**config.mk**
```make
export PLATFORM = sky130hd
export DESIGN_NAME = multirate_majority_bit_slicer_top
export DESIGN_NICKNAME = d
export VERILOG_FILES = /design/src/hdl/mmbs_pkg.sv /design/src/hdl/multirate_majority_bit_slicer_top.sv /design/src/hdl/mmbs_vote.sv /design/src/hdl/mmbs_row_mem.sv /design/src/hdl/mmbs_update.sv
export SDC_FILE = /design/constraint.sdc
export NUM_CORES = 1
export LEC_CHECK = 0
export ABC_AREA = 1
export BUFFER_PORTS_ARGS = -buffer_cell sky130_fd_sc_hd__clkbuf_2
export CORE_ASPECT_RATIO = 0.5
export CORE_MARGIN = 10
export CORE_UTILIZATION = 30
export DETAILED_ROUTE_END_ITERATION = 6
export GPL_TIMING_DRIVEN = 0
export PLACE_DENSITY = 0.55
export SLEW_MARGIN = 15
export SYNTH_ARGS = -nofsm -noshare
export SYNTH_HDL_FRONTEND = slang
export SYNTH_SLANG_ARGS = --single-unit
export TNS_END_PERCENT = 10
```
**constraint.sdc**
```tcl
create_clock -name i_clk -period 9.1 [get_ports i_clk]
set_clock_uncertainty 0.15 [all_clocks]
set_input_delay 0 -clock i_clk [delete_from_list [all_inputs] [get_ports i_clk]]
set_output_delay 0 -clock i_clk [all_outputs]
set_load 0.01 [all_outputs]
```
**src/hdl/mmbs_pkg.sv**
```systemverilog
package mmbs_pkg;

    localparam int PHASES_DEF = 3;
    localparam int RATES      = 4;
    localparam int SAMPLE_W   = 64;
    localparam int BYTE_W     = 8;
    localparam int CNT_W      = 8;

    localparam logic [SAMPLE_W-1:0] REF_RESET = 64'hffff_ffff_ffff_ffff;
    localparam logic [CNT_W-1:0]    CNT_MAX   = 8'hff;

    typedef enum logic [1:0] {
        OP_DECODE     = 2'd0,
        OP_READ_SLICE = 2'd1,
        OP_READ_BYTE  = 2'd2,
        OP_NONE       = 2'd3
    } t_opcode;

    typedef enum logic [1:0] {
        RATE_800 = 2'd0,
        RATE_400 = 2'd1,
        RATE_200 = 2'd2,
        RATE_100 = 2'd3
    } t_rate;

    typedef struct packed {
        t_opcode              opcode;
        logic [1:0]           phase;
        logic [1:0]           rate_select;
        logic [SAMPLE_W-1:0]  sample_word;
    } t_in_word;

    typedef struct packed {
        logic               ready_res;
        logic [BYTE_W-1:0]  data_byte;
    } t_out_word;

    // Chunk votes of one sample word, first chunk in the MSB of each field.
    typedef struct packed {
        logic [7:0] v800;
        logic [3:0] v400;
        logic [1:0] v200;
        logic       v100;
    } t_votes;

    // One memory row holds every rate of one phase.
    typedef struct packed {
        logic [RATES-1:0][BYTE_W-1:0] rate_byte;
        logic [RATES-1:0][CNT_W-1:0]  bit_cnt;
    } t_row;

    // Phase reduced modulo the phase count; the phase is below four, so
    // three conditional subtractions are enough.
    function automatic logic [1:0] phase_mod(input logic [1:0] ph, input int phases);
        logic [2:0] r;
        r = {1'b0, ph};
        for (int i = 0; i < 3; i++) begin
            if (int'(r) >= phases) begin
                r = r - 3'(phases);
            end
        end
        return r[1:0];
    endfunction

    // Received bits that a read of the given kind needs.
    function automatic logic [3:0] need_bits(input t_opcode op, input logic [1:0] rate);
        logic [3:0] n;
        n = 4'd8;
        if (op == OP_READ_SLICE) begin
            n = 4'd8 >> rate;
        end
        return n;
    endfunction

endpackage

```
**src/hdl/multirate_majority_bit_slicer_top.sv**
```systemverilog
// Multirate majority-vote bit slicer.
// Throughput: one word per cycle unless the consumer stalls. The per-phase row memory
// is read at acceptance into stage one, whose result goes to the output register; the
// row is written back as the word leaves stage one, and a same-row read is forwarded.
// Reset (synchronous, active low) sets the reference pattern to all ones and
// marks every memory row as unwritten, so all bytes and counters read as zero.
module multirate_majority_bit_slicer_top #(
    parameter int PHASES = mmbs_pkg::PHASES_DEF
) (
    input  logic                          i_clk,
    input  logic                          i_rst_n,
    input  logic                          i_cfg_we,
    input  logic [mmbs_pkg::SAMPLE_W-1:0] i_cfg_wdata,
    input  logic                          i_in_valid,
    output logic                          o_in_ready,
    input  mmbs_pkg::t_in_word            i_in_word,
    output logic                          o_out_valid,
    input  logic                          i_out_ready,
    output mmbs_pkg::t_out_word           o_out_word
);

    localparam int AW = (PHASES > 1) ? $clog2(PHASES) : 1;

    // The reference pattern must be written only while idle; the block does not enforce it.
    logic [mmbs_pkg::SAMPLE_W-1:0] r_ref_pattern;

    // Stage one: the accepted word with its votes; its memory row arrives
    // from the row memory during this stage.
    logic              r_s1_vld;
    mmbs_pkg::t_opcode r_s1_op;
    logic [1:0]        r_s1_rate;
    mmbs_pkg::t_votes  r_s1_votes;
    logic [AW-1:0]     r_s1_addr;

    // Output register.
    logic                r_out_vld;
    mmbs_pkg::t_out_word r_out_word;

    logic                in_acc;
    logic                s1_move;
    logic [AW-1:0]       in_addr;
    mmbs_pkg::t_votes    in_votes;
    mmbs_pkg::t_row      rd_row;
    mmbs_pkg::t_row      wr_row;
    mmbs_pkg::t_out_word s1_word;

    // Stage one moves into the output register whenever that register is
    // empty or being emptied, so a waiting result never blocks a new word
    // unless the consumer itself stalls.
    assign s1_move    = r_s1_vld && (!r_out_vld || i_out_ready);
    assign o_in_ready = !r_s1_vld || s1_move;
    assign in_acc     = i_in_valid && o_in_ready;

    assign in_addr = AW'(mmbs_pkg::phase_mod(i_in_word.phase, PHASES));

    always_ff @(posedge i_clk) begin
        if (!i_rst_n) begin
            r_ref_pattern <= mmbs_pkg::REF_RESET;
        end else if (i_cfg_we) begin
            r_ref_pattern <= i_cfg_wdata;
        end
    end

    mmbs_vote u_vote (
        .i_sample_word (i_in_word.sample_word),
        .i_ref_pattern (r_ref_pattern),
        .o_votes       (in_votes)
    );

    // The read is enabled only at acceptance, so the row data holds while
    // stage one is stalled; only stage one writes, so it cannot go stale.
    mmbs_row_mem #(
        .PHASES (PHASES),
        .AW     (AW)
    ) u_row_mem (
        .i_clk     (i_clk),
        .i_rst_n   (i_rst_n),
        .i_rd_en   (in_acc),
        .i_rd_addr (in_addr),
        .i_wr_en   (s1_move),
        .i_wr_addr (r_s1_addr),
        .i_wr_row  (wr_row),
        .o_rd_row  (rd_row)
    );

    mmbs_update u_update (
        .i_opcode (r_s1_op),
        .i_rate   (r_s1_rate),
        .i_votes  (r_s1_votes),
        .i_row    (rd_row),
        .o_row    (wr_row),
        .o_word   (s1_word)
    );

    always_ff @(posedge i_clk) begin
        if (!i_rst_n) begin
            r_s1_vld  <= 1'b0;
            r_out_vld <= 1'b0;
        end else begin
            if (in_acc) begin
                r_s1_vld <= 1'b1;
            end else if (s1_move) begin
                r_s1_vld <= 1'b0;
            end
            if (s1_move) begin
                r_out_vld <= 1'b1;
            end else if (i_out_ready) begin
                r_out_vld <= 1'b0;
            end
        end
    end

    always_ff @(posedge i_clk) begin
        if (in_acc) begin
            r_s1_op    <= i_in_word.opcode;
            r_s1_rate  <= i_in_word.rate_select;
            r_s1_votes <= in_votes;
            r_s1_addr  <= in_addr;
        end
        if (s1_move) begin
            r_out_word <= s1_word;
        end
    end

    assign o_out_valid = r_out_vld;
    assign o_out_word  = r_out_word;

endmodule

```
**src/hdl/mmbs_vote.sv**
```systemverilog
module mmbs_vote (
    input  logic [mmbs_pkg::SAMPLE_W-1:0] i_sample_word,
    input  logic [mmbs_pkg::SAMPLE_W-1:0] i_ref_pattern,
    output mmbs_pkg::t_votes              o_votes
);

    logic [mmbs_pkg::SAMPLE_W-1:0] w;
    logic [7:0][3:0] c8;
    logic [3:0][4:0] c16;
    logic [1:0][5:0] c32;
    logic [6:0]      c64;

    assign w = i_sample_word ^ i_ref_pattern;

    // Chunk 0 is the most significant byte.
    always_comb begin
        for (int j = 0; j < 8; j++) begin
            c8[j] = '0;
            for (int b = 0; b < 8; b++) begin
                c8[j] = c8[j] + 4'(w[63 - 8*j - b]);
            end
        end
        for (int j = 0; j < 4; j++) begin
            c16[j] = 5'(c8[2*j]) + 5'(c8[2*j+1]);
        end
        for (int j = 0; j < 2; j++) begin
            c32[j] = 6'(c16[2*j]) + 6'(c16[2*j+1]);
        end
        c64 = 7'(c32[0]) + 7'(c32[1]);
    end

    // A chunk votes one when at most half of its bits are set.
    always_comb begin
        for (int j = 0; j < 8; j++) begin
            o_votes.v800[7-j] = (c8[j] <= 4'd4);
        end
        for (int j = 0; j < 4; j++) begin
            o_votes.v400[3-j] = (c16[j] <= 5'd8);
        end
        for (int j = 0; j < 2; j++) begin
            o_votes.v200[1-j] = (c32[j] <= 6'd16);
        end
        o_votes.v100 = (c64 <= 7'd32);
    end

endmodule

```
**src/hdl/mmbs_row_mem.sv**
```systemverilog
module mmbs_row_mem #(
    parameter int PHASES = mmbs_pkg::PHASES_DEF,
    parameter int AW     = (PHASES > 1) ? $clog2(PHASES) : 1
) (
    input  logic            i_clk,
    input  logic            i_rst_n,
    input  logic            i_rd_en,
    input  logic [AW-1:0]   i_rd_addr,
    input  logic            i_wr_en,
    input  logic [AW-1:0]   i_wr_addr,
    input  mmbs_pkg::t_row  i_wr_row,
    output mmbs_pkg::t_row  o_rd_row
);

    mmbs_pkg::t_row mem [PHASES];
    mmbs_pkg::t_row r_q;
    mmbs_pkg::t_row r_fwd_row;
    logic [PHASES-1:0] r_vld;
    logic r_rd_vld;
    logic r_fwd;

    always_ff @(posedge i_clk) begin
        if (i_wr_en) begin
            mem[i_wr_addr] <= i_wr_row;
        end
        if (i_rd_en) begin
            r_q       <= mem[i_rd_addr];
            r_fwd_row <= i_wr_row;
        end
    end

    // A row never written reads as zero; a write in the same cycle as the
    // read of that row is forwarded.
    always_ff @(posedge i_clk) begin
        if (!i_rst_n) begin
            r_vld    <= '0;
            r_rd_vld <= 1'b0;
            r_fwd    <= 1'b0;
        end else begin
            if (i_wr_en) begin
                r_vld[i_wr_addr] <= 1'b1;
            end
            if (i_rd_en) begin
                r_rd_vld <= r_vld[i_rd_addr];
                r_fwd    <= i_wr_en && (i_wr_addr == i_rd_addr);
            end
        end
    end

    always_comb begin
        if (r_fwd) begin
            o_rd_row = r_fwd_row;
        end else if (r_rd_vld) begin
            o_rd_row = r_q;
        end else begin
            o_rd_row = '0;
        end
    end

endmodule

```
**src/hdl/mmbs_update.sv**
```systemverilog
module mmbs_update (
    input  mmbs_pkg::t_opcode    i_opcode,
    input  logic [1:0]           i_rate,
    input  mmbs_pkg::t_votes     i_votes,
    input  mmbs_pkg::t_row       i_row,
    output mmbs_pkg::t_row       o_row,
    output mmbs_pkg::t_out_word  o_word
);

    logic [3:0] need;
    logic       enough;

    assign need   = mmbs_pkg::need_bits(i_opcode, i_rate);
    assign enough = (i_row.bit_cnt[i_rate] >= mmbs_pkg::CNT_W'(need));

    function automatic logic [mmbs_pkg::CNT_W-1:0] sat_add(
        input logic [mmbs_pkg::CNT_W-1:0] c, input logic [3:0] n);
        logic [mmbs_pkg::CNT_W:0] s;
        s = {1'b0, c} + (mmbs_pkg::CNT_W+1)'(n);
        return s[mmbs_pkg::CNT_W] ? mmbs_pkg::CNT_MAX : s[mmbs_pkg::CNT_W-1:0];
    endfunction

    always_comb begin
        o_row  = i_row;
        o_word = '0;
        case (i_opcode)
            mmbs_pkg::OP_DECODE: begin
                o_row.rate_byte[mmbs_pkg::RATE_800] = i_votes.v800;
                o_row.rate_byte[mmbs_pkg::RATE_400] =
                    {i_row.rate_byte[mmbs_pkg::RATE_400][3:0], i_votes.v400};
                o_row.rate_byte[mmbs_pkg::RATE_200] =
                    {i_row.rate_byte[mmbs_pkg::RATE_200][5:0], i_votes.v200};
                o_row.rate_byte[mmbs_pkg::RATE_100] =
                    {i_row.rate_byte[mmbs_pkg::RATE_100][6:0], i_votes.v100};
                o_row.bit_cnt[mmbs_pkg::RATE_800] =
                    sat_add(i_row.bit_cnt[mmbs_pkg::RATE_800], 4'd8);
                o_row.bit_cnt[mmbs_pkg::RATE_400] =
                    sat_add(i_row.bit_cnt[mmbs_pkg::RATE_400], 4'd4);
                o_row.bit_cnt[mmbs_pkg::RATE_200] =
                    sat_add(i_row.bit_cnt[mmbs_pkg::RATE_200], 4'd2);
                o_row.bit_cnt[mmbs_pkg::RATE_100] =
                    sat_add(i_row.bit_cnt[mmbs_pkg::RATE_100], 4'd1);
                o_word.data_byte = i_votes.v800;
            end
            mmbs_pkg::OP_READ_SLICE, mmbs_pkg::OP_READ_BYTE: begin
                if (enough) begin
                    o_word.ready_res     = 1'b1;
                    o_word.data_byte     = i_row.rate_byte[i_rate];
                    o_row.bit_cnt[i_rate] = '0;
                end
            end
            default: begin
            end
        endcase
    end

endmodule
```
After elaboration in Yosys (flattened, before gate mapping)
Memories as Yosys holds them, arrays and structs flattened. A register that Yosys moved wholly into a read port is not among the register bits.
Cells that the tools add are included.
{"block": "totals", "word_cells": 170, "regBits": 165, "ram_bits": 192, "out_inout_bits": 11, "mem_count": 1, "inputBits": 139}
{"name": "u_row_mem.mem", "depth": 3, "width": 64, "rd": 1, "rd_clocked_by_memory_dff": 1, "wr": 1, "line_no": "mmbs_row_mem.sv:15", "text": "mmbs_pkg::t_row mem [PHASES];"}
{"block": "op_classes", "add_sub_neg": 70, "bitwise": 4, "n_reduce_logical": 13, "n_shift": 1, "n_mux": 31, "n_lt_le_gt_ge": 24, "n_eq_ne": 3}
{"cell": "adder 4 x 1 -> 4 bit", "n": 48}
{"cell": "two-way mux 64 bit", "n": 2}
{"cell": "two-way mux 32 bit", "n": 2}
{"cell": "case mux 32 bit (2 select lines)", "n": 1}
{"cell": "XOR 64 bit", "n": 1}
{"cell": "two-way mux 8 bit", "n": 7}
{"cell": "AND 32 bit", "n": 1}
{"cell": "binary-select mux 8 bit (select 2 bit)", "n": 2}
{"cell": "<= comparator 4 x 3 -> 1 bit, second input constant", "n": 8}
{"cell": "NOT 32 bit", "n": 1}
{"cell": "adder 4 x 4 -> 5 bit", "n": 4}
{"cell": "<= comparator 5 x 4 -> 1 bit, second input constant", "n": 4}
{"cell": "adder 1 x 1 -> 2 bit", "n": 8}
{"cell": "demux 8 bit (select 2 bit)", "n": 1}
{"cell": "case mux 8 bit (2 select lines)", "n": 1}
{"cell": "adder 5 x 5 -> 6 bit", "n": 2}
{"cell": "<= comparator 6 x 5 -> 1 bit, second input constant", "n": 2}
{"cell": "adder 8 x 1 -> 9 bit, second input constant", "n": 1}
{"cell": "adder 8 x 2 -> 9 bit, second input constant", "n": 1}
{"cell": "adder 8 x 3 -> 9 bit, second input constant", "n": 1}
{"cell": "adder 8 x 4 -> 9 bit, second input constant", "n": 1}
{"cell": "less-than comparator 2 x 3 -> 1 bit, second input constant", "n": 3}
{"cell": "two-way mux 9 bit", "n": 1}
{"cell": ">= comparator 8 x 4 -> 1 bit", "n": 1}
{"cell": "25 further kinds", "n": 42}

Depth between registers and ports, before layout
Gate-level depths: netlist of the first run.
{"block": "depth", "word_depth": 12, "mapped_depth": 26}

By module
Synthesis of the first run repeated with hierarchy kept, for this count alone.
{"block": "unflattened", "cells_unflattened": 2065, "area_unflattened_um2": 20842.5}
{"module": "mmbs_row_mem", "cells_each": 854, "area_per_inst_um2": 12106.6, "instances": 1, "seq_area_each_um2": 9709.3}
{"module": "multirate_majority_bit_slicer_top", "cells_each": 324, "area_per_inst_um2": 3241.9, "instances": 1, "seq_area_each_um2": 2222.1}
{"module": "mmbs_vote", "cells_each": 385, "area_per_inst_um2": 3148.0, "instances": 1, "seq_area_each_um2": 0.0}
{"module": "mmbs_update", "cells_each": 502, "area_per_inst_um2": 2346.0, "instances": 1, "seq_area_each_um2": 0.0}

Worst setup path after synthesis of the first run
Ideal clock, no wire load.
{"block": "synth_path", "path_type": "reg-to-reg", "start": "reg r_out_vld (netlist: o_out_valid)", "end": "mem u_row_mem.mem[2][0] (netlist name) (enable)", "setup_time_ns": 0.567, "path_stages_with_launch": 4, "period_less_slack_ns": 5.628, "t_arrival_ns": 4.911, "n_path_buf": 0, "required_time_ns": 8.383, "setup_slack_ns": 3.472, "path_cell_list": "dfxtp_1 nand2_1 nand2_1 nor3_1"}
{"block": "synth_via", "elab_chain_len": 5}
{"element": "from (decl)", "line_no": "multirate_majority_bit_slicer_top.sv:36", "text": "logic r_out_vld;"}
{"element": "from (signal assigned)", "line_no": "multirate_majority_bit_slicer_top.sv:98", "text": "r_out_vld <= 1'b0;"}
{"element": "from (signal assigned)", "line_no": "multirate_majority_bit_slicer_top.sv:106", "text": "r_out_vld <= 1'b1;"}
{"element": "from (signal assigned)", "line_no": "multirate_majority_bit_slicer_top.sv:108", "text": "r_out_vld <= 1'b0;"}
{"element": "logical NOT 1 bit", "line_no": "multirate_majority_bit_slicer_top.sv:50", "text": "assign s1_move = r_s1_vld && (!r_out_vld || i_out_ready);"}
{"element": "logical OR 1 bit", "line_no": "multirate_majority_bit_slicer_top.sv:50"}
{"element": "logical AND 1 bit", "line_no": "multirate_majority_bit_slicer_top.sv:50"}
{"element": "two-way mux 1 bit", "line_no": "mmbs_row_mem.sv:23", "text": "if (i_wr_en) begin"}
{"element": "two-way mux 1 bit (not written as such)", "line_no": "mmbs_row_mem.sv:24", "text": "mem[i_wr_addr] <= i_wr_row;"}
{"element": "to (decl)", "line_no": "mmbs_row_mem.sv:15"}
Every way passes these cells.

==> run_results.csv, run 1 <==
group,metric,value,unit
sta,rsz0062_at_grt,"false",
sta,max_slew_margin,23.95,%
grt,grt_first_pass_wirelength,84620,um
cells_and_area,final_util,37.71,%
worst_setup_path,arrival,6.06,ns
worst_setup_path,r2r_start,"r_ref_pattern[38]",
floorplanning,core_area,67060,um2
clock_network,clkTransAtPathRegs,0.06,ns
sta,hold_viol_final,0,
cells_and_area,fin_area,25290,um2
synth,syn_nets,2237,
power,p_leak,10.40,nW
routing,drt-total-wl,53710,um
floorplanning,dieArea,79350,um2
cells_and_area,fill_cells,6623,
synth,syn_inst,1992,
synth,synth_compound_area_share,6.001,%
routing,drc,0,
clock_network,cts_tree,"yes",
synth,ys_ff_latch,421,
synth,synth_top_family_by_area,"simple AND/OR/NAND/NOR gates",
floorplanning,chipHeight,204.3,um
clock_network,htreeDepth,2,
cells_and_area,drive_above_1_share,11.70,%
routing,first_iter_violations,1053,
worst_setup_path,crit_start,"r_ref_pattern[38]",
placed_design,hpwlAfterDp,37410,um
synth,synthArstFlopShare,0,%
clock_network,worstSkewPairLatency,0.56,ns
synth,synth-xor-area-share,3.999,%
synth,synth_top_cell_area_share,51.60,%
power,powerDensity,336.3,nW/um2
floorplanning,start_util,30.37,%
grt,track_usage,13.27,%
worst_setup_path,worst-setup-path-type,"flop to flop",
hold_path,min_from,"i_in_word[69]",
status,status,"finished, final reports clean",
floorplanning,die_x,388.5,um
synth,yosys.area_share.simple,18.45,%
worst_setup_path,critPathCaptureType,"flop",
hold_path,hold_path_class,"input port to flop",
synth,synth_mux_area_share,0,%
synth,synth.distinct_cells,40,
synth,synth_edf_count,350,
synth,syn_area,20370,um2
worst_setup_path,start_kind,"flop",
synth,synth_top_area_cell,"edfxtp_1",
placed_design,post_dp_cell_area,22420,um2
worst_setup_path,reg2reg_slack,3.20,ns
grt,grt_pass1_vias,15290,
routing,drt_first_pass_iters,5,
clock_network,cts_made_buffers,43,
job,maxCapViolCount,0,
sta,whs,0.02418,ns
sta,min_period_over_period,64.88,%
sta,max_freq,169.4,MHz
clock_network,clkSinkCount,421,
routing,vias_per_cell,4.570,
grt,grt_max_degree,81,
routing,num_vias,14970,
synth,synthAdderAreaFrac,7.948,%
clock_network,clockBufferDepth,3,
clock_network,cts_root_buffer,"clkbuf_16",
synth,synth_ff_type,"edfxtp_1",
sta,worstMarginPinSlew,1.141,ns
sta,slew_violations,0,
grt,grt_overflow,0,
cells_and_area,final_common_cell,"nand2_1",
sta,setup_violations,0,
synth,avgSynthCellArea,10.23,um2
placed_design,routabilityCongestion,0.8470,
cells_and_area,nets,2588,
synth,synth.area.top_cells,"edfxtp_1, nand2_1, dfxtp_1, nand3_1, ha_1",
routing,wl_per_cell,16.40,um
power,max-vdd-ir-drop,0.001020,V
routing,antenna_left,0,
worst_setup_path,cp.required,9.26,ns
power,total_power,8.505,mW
synth,yosys_warnings,0,
floorplanning,num_rows,67,
sta,layout_min_cycle_time,5.904,ns
cells_and_area,synthToLayoutAreaGrowth,24.15,%
grt,antenna_found_initial,4,
worst_setup_path,crit_fanout,4,
placed_design,port_buffers,148,
cells_and_area,final_cell_mix,"nand2_1, edfxtp_1, nand3_1",
synth,ys_seq_area_share,58.57,%
floorplanning,io_pins,150,
## report_power, final
part           leakage [nW]  total (mW)  switching (mW)  internal, mW
Combinational          5.77        4.35            2.48          1.86
Sequential             3.94        2.39          0.0589          2.34
Clock                 0.686        1.76           0.765         0.999
Total                  10.4        8.50            3.31          5.20
## worst max-delay path: stages, from the launching register on
cell and delay, ns:
dfxtp_1 0.35, xor2_1 0.26, ha_1 0.28, inv_1 0.08, fa_1 0.42, fa_1 0.53
fa_1 0.47, fa_1 0.41, xor2_1 0.17, inv_1 0.07, ha_1 0.33, a21oi_1 0.16
nand2_1 0.07, xor2_1 0.21, ha_1 0.29, inv_1 0.09, xor2_1 0.18, inv_1 0.06
ha_1 0.34, nand2_1 0.06, o21ai_0 0.27, xnor2_1 0.10, nand3_1 0.08, nand2_1 0.05
o21ai_0 0.13, inv_1 0.05
## final cells by class
type,instances,area (um2),share of cell area (%)
sequential,421,11930,47.18
multi-input combinational,1309,7420,29.34
timing repair buffer,306,2367,9.361
clock buffer,57,1201,4.750
tap,897,1122,4.438
inverter,184,703.2,2.781
buffer,78,332.8,1.316
clock inverter,22,205.2,0.8114
antenna,2,5.005,0.01979
## cell usage after synthesis, types with 8 or more instances
library cell,n
a21oi_1,73
a22o_1,20
a22oi_1,13
a31oi_1,9
buf_1,12
buf_2,8
clkbuf_1,51
dfxtp_1,71
edfxtp_1,350
fa_1,39
ha_1,67
inv_1,176
nand2_1,634
nand2_2,12
nand3_1,183
nor2_1,59
o2111ai_1,8
o21ai_0,50
xnor2_1,54
xor2_1,39
## logic make-up (layout without fill, tap and decap cells)
logic type,after synthesis,after routing
compound gates,200,200
xor+xnor,93,93
fa+ha+maj,106,106
buf+inv,262,647
flops,421,421
other cells,0,2
simple gates,910,910
## worst paths after layout
check,endpoint,cells past startpoint
max reg2reg,r_s1_votes[0],25
min reg2reg,u_row_mem.r_vld[1],2
min,r_s1_op[1],2
max,r_s1_votes[0],25
## routing by layer
metal	GRT usage [%]	up-vias	part of all wire (%)
met2	23.29	342	48
met1	16.86	7155	44
met4	2.955	2	1.8
met3	2.565	71	5.4
met5	0	-	0.024
li1	-	7400	-
## state kept, by name (all words and copies together), names as in the netlist
name	flops
o_out_valid	1
o_out_word	9
r_ref_pattern	64
r_s1_addr	2
r_s1_op	2
r_s1_rate	2
r_s1_vld	1
r_s1_votes	15
u_row_mem.mem	192
u_row_mem.r_fwd	1
u_row_mem.r_fwd_row	64
u_row_mem.r_q	64
u_row_mem.r_rd_vld	1
u_row_mem.r_vld	3
## timing repair
action                    4_1_cts  5_1_grt
hold buffers                  146        0
gates resized for setup         0        0
hold endpoints to repair       86        0
buffers inserted                0        0
## stage by stage
step,setup WS [ns],instances,setup TNS (ns)
3_5_place_dp,3.156,3049,0
5_1_grt,2.637,3276,0
6_report,3.196,3276,0
3_3_place_gp,-0.7133,3037,-45.57
4_1_cts,3.142,3274,0
2_1_floorplan,3.472,1992,0
No activity file was read; power rests on OpenSTA's default activity.
==> run 2: changes to the inputs <==
PLACE_DENSITY = 0.57   (was 0.55)
clock period = 4.89 ns   (was 9.1 ns; I/O delays follow)
==> run 2 against run 1 <==
- the flow now finishes with violations (negative setup slack)
- critical endpoint unchanged
- power grew 130%
- routed wire length grew 2.1%
- global-route usage grew 0.18 points
- clock power grew 80%
- register-to-register slack lost 3.7 ns
- first-iteration DRC count grew 2.8%
- setup slack lost 3.7 ns
- count of clock-buffer cells in the layout shrank 6
- via count grew 0.77%
- non-clock buffer count is the same
==> run_results.csv, run 2 (synthesis gave the netlist of run 1 again) <==
group,metric,value,unit
worst_setup_path,critPathCaptureType,"flop",
power,power_frac_comb,60.4,%
sta,max_slew_margin,39.18,%
worst_setup_path,reg2reg_slack,-0.50,ns
sta,min_period_over_period,110.2,%
routing,vias_per_cell,4.621,
floorplanning,die_x,388.5,um
clock_network,cts_made_buffers,41,
power,max-vdd-ir-drop,0.002633,V
clock_network,clkTransAtPathRegs,0.06,ns
cells_and_area,final_cell_mix,"nand2_1, edfxtp_1, nand3_1",
placed_design,hpwlAfterDp,37490,um
worst_setup_path,start_kind,"flop",
sta,layout_min_cycle_time,5.390,ns
power,swShare,38.60,%
power,clkPwrFrac,16.4,%
grt,track_usage,13.45,%
grt,grt_first_pass_wirelength,85380,um
routing,antenna_left,0,
routing,num_vias,15090,
grt,grt_overflow,0,
cells_and_area,synthToLayoutAreaGrowth,25.49,%
hold_path,hold_path_class,"input port to flop",
cells_and_area,stdcell_count,3265,
placed_design,routabilityCongestion,0.8366,
placed_design,port_buffers,148,
worst_setup_path,arrival,5.53,ns
job,maxCapViolCount,0,
cells_and_area,final_common_cell,"nand2_1",
cells_and_area,nets,2586,
clock_network,clkSinkCount,421,
cells_and_area,largest_register,"u_row_mem.mem",
sta,setup_violations,1,
routing,drt_first_pass_iters,5,
floorplanning,core_area,67060,um2
placed_design,placedCellCount,3045,
cells_and_area,drive_above_1_share,14.27,%
floorplanning,start_util,30.37,%
floorplanning,chipHeight,204.3,um
power,total_power,19.24,mW
sta,whs,0.02263,ns
placed_design,pre_cts_ws,-1.080,ns
floorplanning,num_rows,67,
clock_network,cts_tree,"yes",
routing,drc,0,
grt,antenna_found_initial,1,
routing,drt-total-wl,54860,um
clock_network,clockBufferDepth,3,
clock_network,cts_root_buffer,"clkbuf_16",
power,p_leak,10.38,nW
power,powerDensity,752.7,nW/um2
placed_design,post_dp_cell_area,22430,um2
sta,slew_violations,0,
cells_and_area,largest_reg_flops,192,
routing,wl_per_cell,16.80,um
sta,rsz0062_at_grt,"true",
clock_network,htreeDepth,2,
status,status,"complete, but fails checks",
power,p_int,11.81,mW
cells_and_area,num_antenna_cells,0,
floorplanning,dieArea,79350,um2
cells_and_area,fin_area,25560,um2
sta,hold_viol_final,0,
sta,max_freq,185.5,MHz
grt,grt_pass1_vias,15320,
sta,setup_slack,-0.4997,ns
worst_setup_path,cp.required,5.03,ns
power,p_switching,7.428,mW
cells_and_area,multi_input_area,7764,um2
clock_network,worstSkewPairLatency,0.55,ns
routing,first_iter_violations,1083,
status,violations,"negative setup slack",
worst_setup_path,crit_fanout,4,
power,seqPwrFrac,23.2,%
worst_setup_path,worst-setup-path-type,"flop to flop",
floorplanning,io_pins,150,
sta,worstMarginPinSlew,0.9122,ns
cells_and_area,seq_area,11940,um2
grt,grt_max_degree,112,
cells_and_area,fill_cells,6565,
run 2: changes by cell type in the layout (fill, tap and decap cells not counted), sizes merged, moves of 2 or more:
cell | previous run | this run
buf | 39 | 49
dlygate4sd3 | 146 | 136
clkbuf | 256 | 250
bufinv | 2 | 4
clkinv | 15 | 13
diode | 2 | 0
inv | 186 | 184
run 2: power by group through the flow:
stage	Clock, mW	Combinational [mW]	Sequential, mW
finish	3.16	11.6	4.46
global route	3.37	12.9	4.48
CTS	3.24	10.8	4.46
detailed placement	0	7.91	4.54
global placement	0	7.69	4.55
floorplan	0	6.42	4.49
run 2: metal layers:
layer	wire [um]	global-route usage [%]	vias up
li1	-	-	7367
met1	24020	16.91	7226
met2	26230	23.32	385
met3	2949	2.524	106
met4	1649	4.223	2
met5	9	0	-
run 2: final cells by class:
class	count	area share, %
clock inverter	19	0.7734
clock buffer	51	4.327
inverter	184	2.751
sequential	421	46.72
tap	897	4.391
timing repair buffer	306	9.369
multi-input combinational	1309	30.37
buffer	78	1.302
run 2: worst max-delay path, stage by stage, from the launching register on:
cell and delay [ns]:
dfxtp_2 0.33, xor2_2 0.18, ha_1 0.29, inv_1 0.07
fa_1 0.42, fa_1 0.49, fa_2 0.37, fa_2 0.54
inv_2 0.05, fa_2 0.38, xor2_2 0.23, ha_4 0.25
nand2_1 0.09, nand3_2 0.12, xor2_2 0.18, inv_1 0.08
ha_4 0.28, nand2_2 0.05, o21ai_2 0.15, xnor2_1 0.09
nand3_1 0.09, nand2_1 0.06, o21ai_1 0.13, inv_1 0.05
run 2: final timing paths:
check / startpoint / endpoint / cells after the start
setup / recovery: r_ref_pattern[38] / r_s1_votes[0] / 23
hold / removal: i_in_word[65] / r_s1_rate[1] / 2
setup reg to reg: r_ref_pattern[38] / r_s1_votes[0] / 23
hold reg to reg: u_row_mem.r_vld[1] / u_row_mem.r_vld[1] / 2
run 2: what timing repair did:
action | in CTS | in global routing
pin swaps | 52 | 11
buffers inserted | 11 | 3
cloned | 0 | 0
hold endpoints to repair | 112 | 0
hold buffers | 136 | 0
gates resized for setup | 60 | 12
setup endpoints to repair | 3 | 3
run 2: stage by stage:
| stage | setup TNS [ns] | utilization (%) |
|---|---|---|
| 4_1_cts | -0.4854 | 37.96 |
| 6_report | -0.4997 | 38.12 |
| 3_5_place_dp | -1.240 | 33.45 |
| 3_3_place_gp | -214.62 | 33.16 |
| 5_1_grt | -0.9623 | 38.12 |
| 2_1_floorplan | -0.6431 | - |
==> run 3: changes to the inputs <==
ABC_CLOCK_PERIOD_IN_PS = 4890   (was not set)
BUFFER_PORTS_ARGS = not set   (was -buffer_cell sky130_fd_sc_hd__clkbuf_2)
DONT_BUFFER_PORTS = 1   (was not set)
PLACE_DENSITY = 0.55   (was 0.57)
==> run 3 against run 2 <==
- the flow still finishes with violations (negative setup slack)
- via count fell by 1.0%
- critical path depth rose by 2
- routed wire length rose by 1.8%
- core utilization rose by 0.097 points
- sequential share of layout area fell by 0.12 points
- register-to-register slack got worse by 0.04 ns
- maximum frequency fell by 0.66%
- highest routed layer is now met4
- final cell count fell by 2.1%
==> run_results.csv, run 3 (synthesis gave the netlist of run 1 again) <==
group,metric,value,unit
cells_and_area,final_cell_mix,"nand2_1, edfxtp_1, dlygate4sd3_1",
floorplanning,num_rows,67,
sta,max_freq,184.3,MHz
clock_network,cts_tree,"yes",
sta,min_period_over_period,111.0,%
grt,grt_pass1_vias,15260,
cells_and_area,final_common_cell,"nand2_1",
placed_design,placedCellCount,2897,
sta,whs,0.04212,ns
clock_network,worstSkewPairLatency,0.56,ns
sta,worstMarginPinSlew,1.057,ns
routing,num_vias,14930,
worst_setup_path,critPathCaptureType,"flop",
floorplanning,core_area,67060,um2
worst_setup_path,start_kind,"flop",
worst_setup_path,worst-setup-path-type,"flop to flop",
floorplanning,start_util,30.37,%
grt,grt_first_pass_wirelength,86820,um
power,p_switching,7.439,mW
cells_and_area,synthToLayoutAreaGrowth,25.81,%
cells_and_area,nets,2510,
status,status,"complete, but fails checks",
placed_design,pre_cts_ws,-1.117,ns
placed_design,routabilityCongestion,0.8538,
placed_design,port_buffers,0,
grt,grt_overflow,0,
status,violations,"negative setup slack",
clock_network,cts_made_buffers,42,
grt,grt.busiest_layer,"met2",
cells_and_area,largest_reg_flops,192,
worst_setup_path,cp.required,5.05,ns
power,total_power,19.25,mW
power,p_int,11.81,mW
worst_setup_path,crit_fanout,4,
routing,drt-total-wl,55860,um
floorplanning,io_pins,150,
sta,slew_violations,0,
clock_network,htreeDepth,2,
power,swShare,38.65,%
power,powerDensity,751.1,nW/um2
grt,met1_usage,17.09,%
power,clkPwrFrac,16.9,%
hold_path,hold_path_class,"input port to flop",
grt,grt_max_degree,82,
cells_and_area,stdcell_count,3195,
power,seqPwrFrac,23.2,%
routing,antenna_left,0,
clock_network,clkTransAtPathRegs,0.06,ns
grt,track_usage,13.72,%
sta,rsz0062_at_grt,"true",
job,maxCapViolCount,0,
clock_network,cts_root_buffer,"clkbuf_16",
floorplanning,dieArea,79350,um2
sta,max_slew_margin,29.51,%
routing,wl_per_cell,17.48,um
power,max-vdd-ir-drop,0.002605,V
power,power_frac_comb,59.9,%
sta,setup_violations,2,
cells_and_area,final_util,38.21,%
grt,antenna_found_initial,3,
grt,grt_util_met2,23.85,%
routing,vias_per_cell,4.672,
worst_setup_path,arrival,5.58,ns
routing,first_iter_violations,1121,
grt,gr-usage-met3,3.075,%
routing,drt_first_pass_iters,5,
cells_and_area,largest_register,"u_row_mem.mem",
power,p_leak,10.02,nW
floorplanning,die_x,388.5,um
routing,drc,0,
sta,layout_min_cycle_time,5.425,ns
cells_and_area,fill_cells,6471,
clock_network,clkSinkCount,421,
placed_design,hpwlAfterDp,37030,um
clock_network,clockBufferDepth,3,
sta,hold_viol_final,0,
cells_and_area,drive_above_1_share,8.798,%
sta,setup_slack,-0.5355,ns
floorplanning,chipHeight,204.3,um
-- run 3: changes by cell type in the layout (fill, tap and decap cells not counted), moves of 2 or more --
cell,before,now
clkbuf_1,59,57
xor2_2,8,12
buf_8,3,1
buf_16,4,7
clkinv_2,1,6
clkbuf_2,148,0
dlygate4sd3_1,136,206
xor2_1,27,24
diode_2,0,2
buf_12,2,0
buf_4,19,21
-- run 3: layout make-up --
class | count | area [um2] | share of cell area, %
multi-input combinational | 1309 | 7786 | 30.38
clock inverter | 26 | 267.8 | 1.045
buffer | 78 | 332.8 | 1.299
inverter | 184 | 703.2 | 2.744
tap | 897 | 1122 | 4.379
sequential | 421 | 11940 | 46.59
clock buffer | 49 | 1087 | 4.243
timing repair buffer | 229 | 2382 | 9.296
antenna | 2 | 5.005 | 0.01953
-- run 3: worst paths after layout --
check / from / to / slack, ns / cells after the start
hold reg to reg: u_row_mem.r_vld[1] / u_row_mem.r_vld[1] / 0.32 / 2
hold / removal: i_in_word[33] / r_s1_votes[11] / 0.04 / 6
setup / recovery: r_ref_pattern[30] / r_s1_votes[0] / -0.54 / 25
setup reg to reg: r_ref_pattern[30] / r_s1_votes[0] / -0.54 / 25
-- run 3: per-layer routing --
metal  vias to the layer above  wire (um)
li1                       7229          -
met1                      7265      24240
met2                       348      26860
met3                        86       3378
met4                         0       1378
met5                         -          0
-- run 3: metrics by stage --
| step | area (um2) | setup TNS [ns] |
|---|---|---|
| after floorplan | 20370 | -0.6431 |
| after global placement | 21500 | -222.57 |
| after detailed placement | 21720 | -1.467 |
| after CTS | 25490 | -0.5795 |
| after global routing | 25620 | -1.330 |
| final | 25630 | -0.5811 |
-- run 3: timing repair --
action / 4_1_cts / 5_1_grt
setup buffers: 14 / 1
endpoints found under the hold margin: 144 / 0
gates resized for setup: 47 / 28
endpoints found under the setup margin: 3 / 4
hold buffers: 206 / 0
pin swaps: 36 / 38
-- run 3: worst max-delay path, cell delays in order, from the launching register on --
cell	delay (ns)
dfxtp_2	0.33
xor2_1	0.17
ha_1	0.29
inv_2	0.04
fa_1	0.52
fa_1	0.46
fa_2	0.42
fa_2	0.35
xor2_1	0.13
inv_1	0.09
ha_4	0.28
nand3_1	0.11
nand3_2	0.09
xor2_2	0.20
ha_1	0.33
inv_2	0.08
xor2_2	0.17
inv_2	0.06
ha_4	0.25
buf_4	0.14
nand2_1	0.06
nand2_1	0.05
a21oi_1	0.15
nor2_1	0.06
o21ai_1	0.12
inv_1	0.04
-- run 3: power groups by stage --
stage          registers [mW]  logic, mW  clock network (mW)
3_3_place_gp             4.55       7.67                   0
3_5_place_dp             4.54       7.89                   0
4_1_cts                  4.46       10.8                3.33
6_report                 4.47       11.5                3.25
2_1_floorplan            4.49       6.42                   0
5_1_grt                  4.48       13.0                3.46
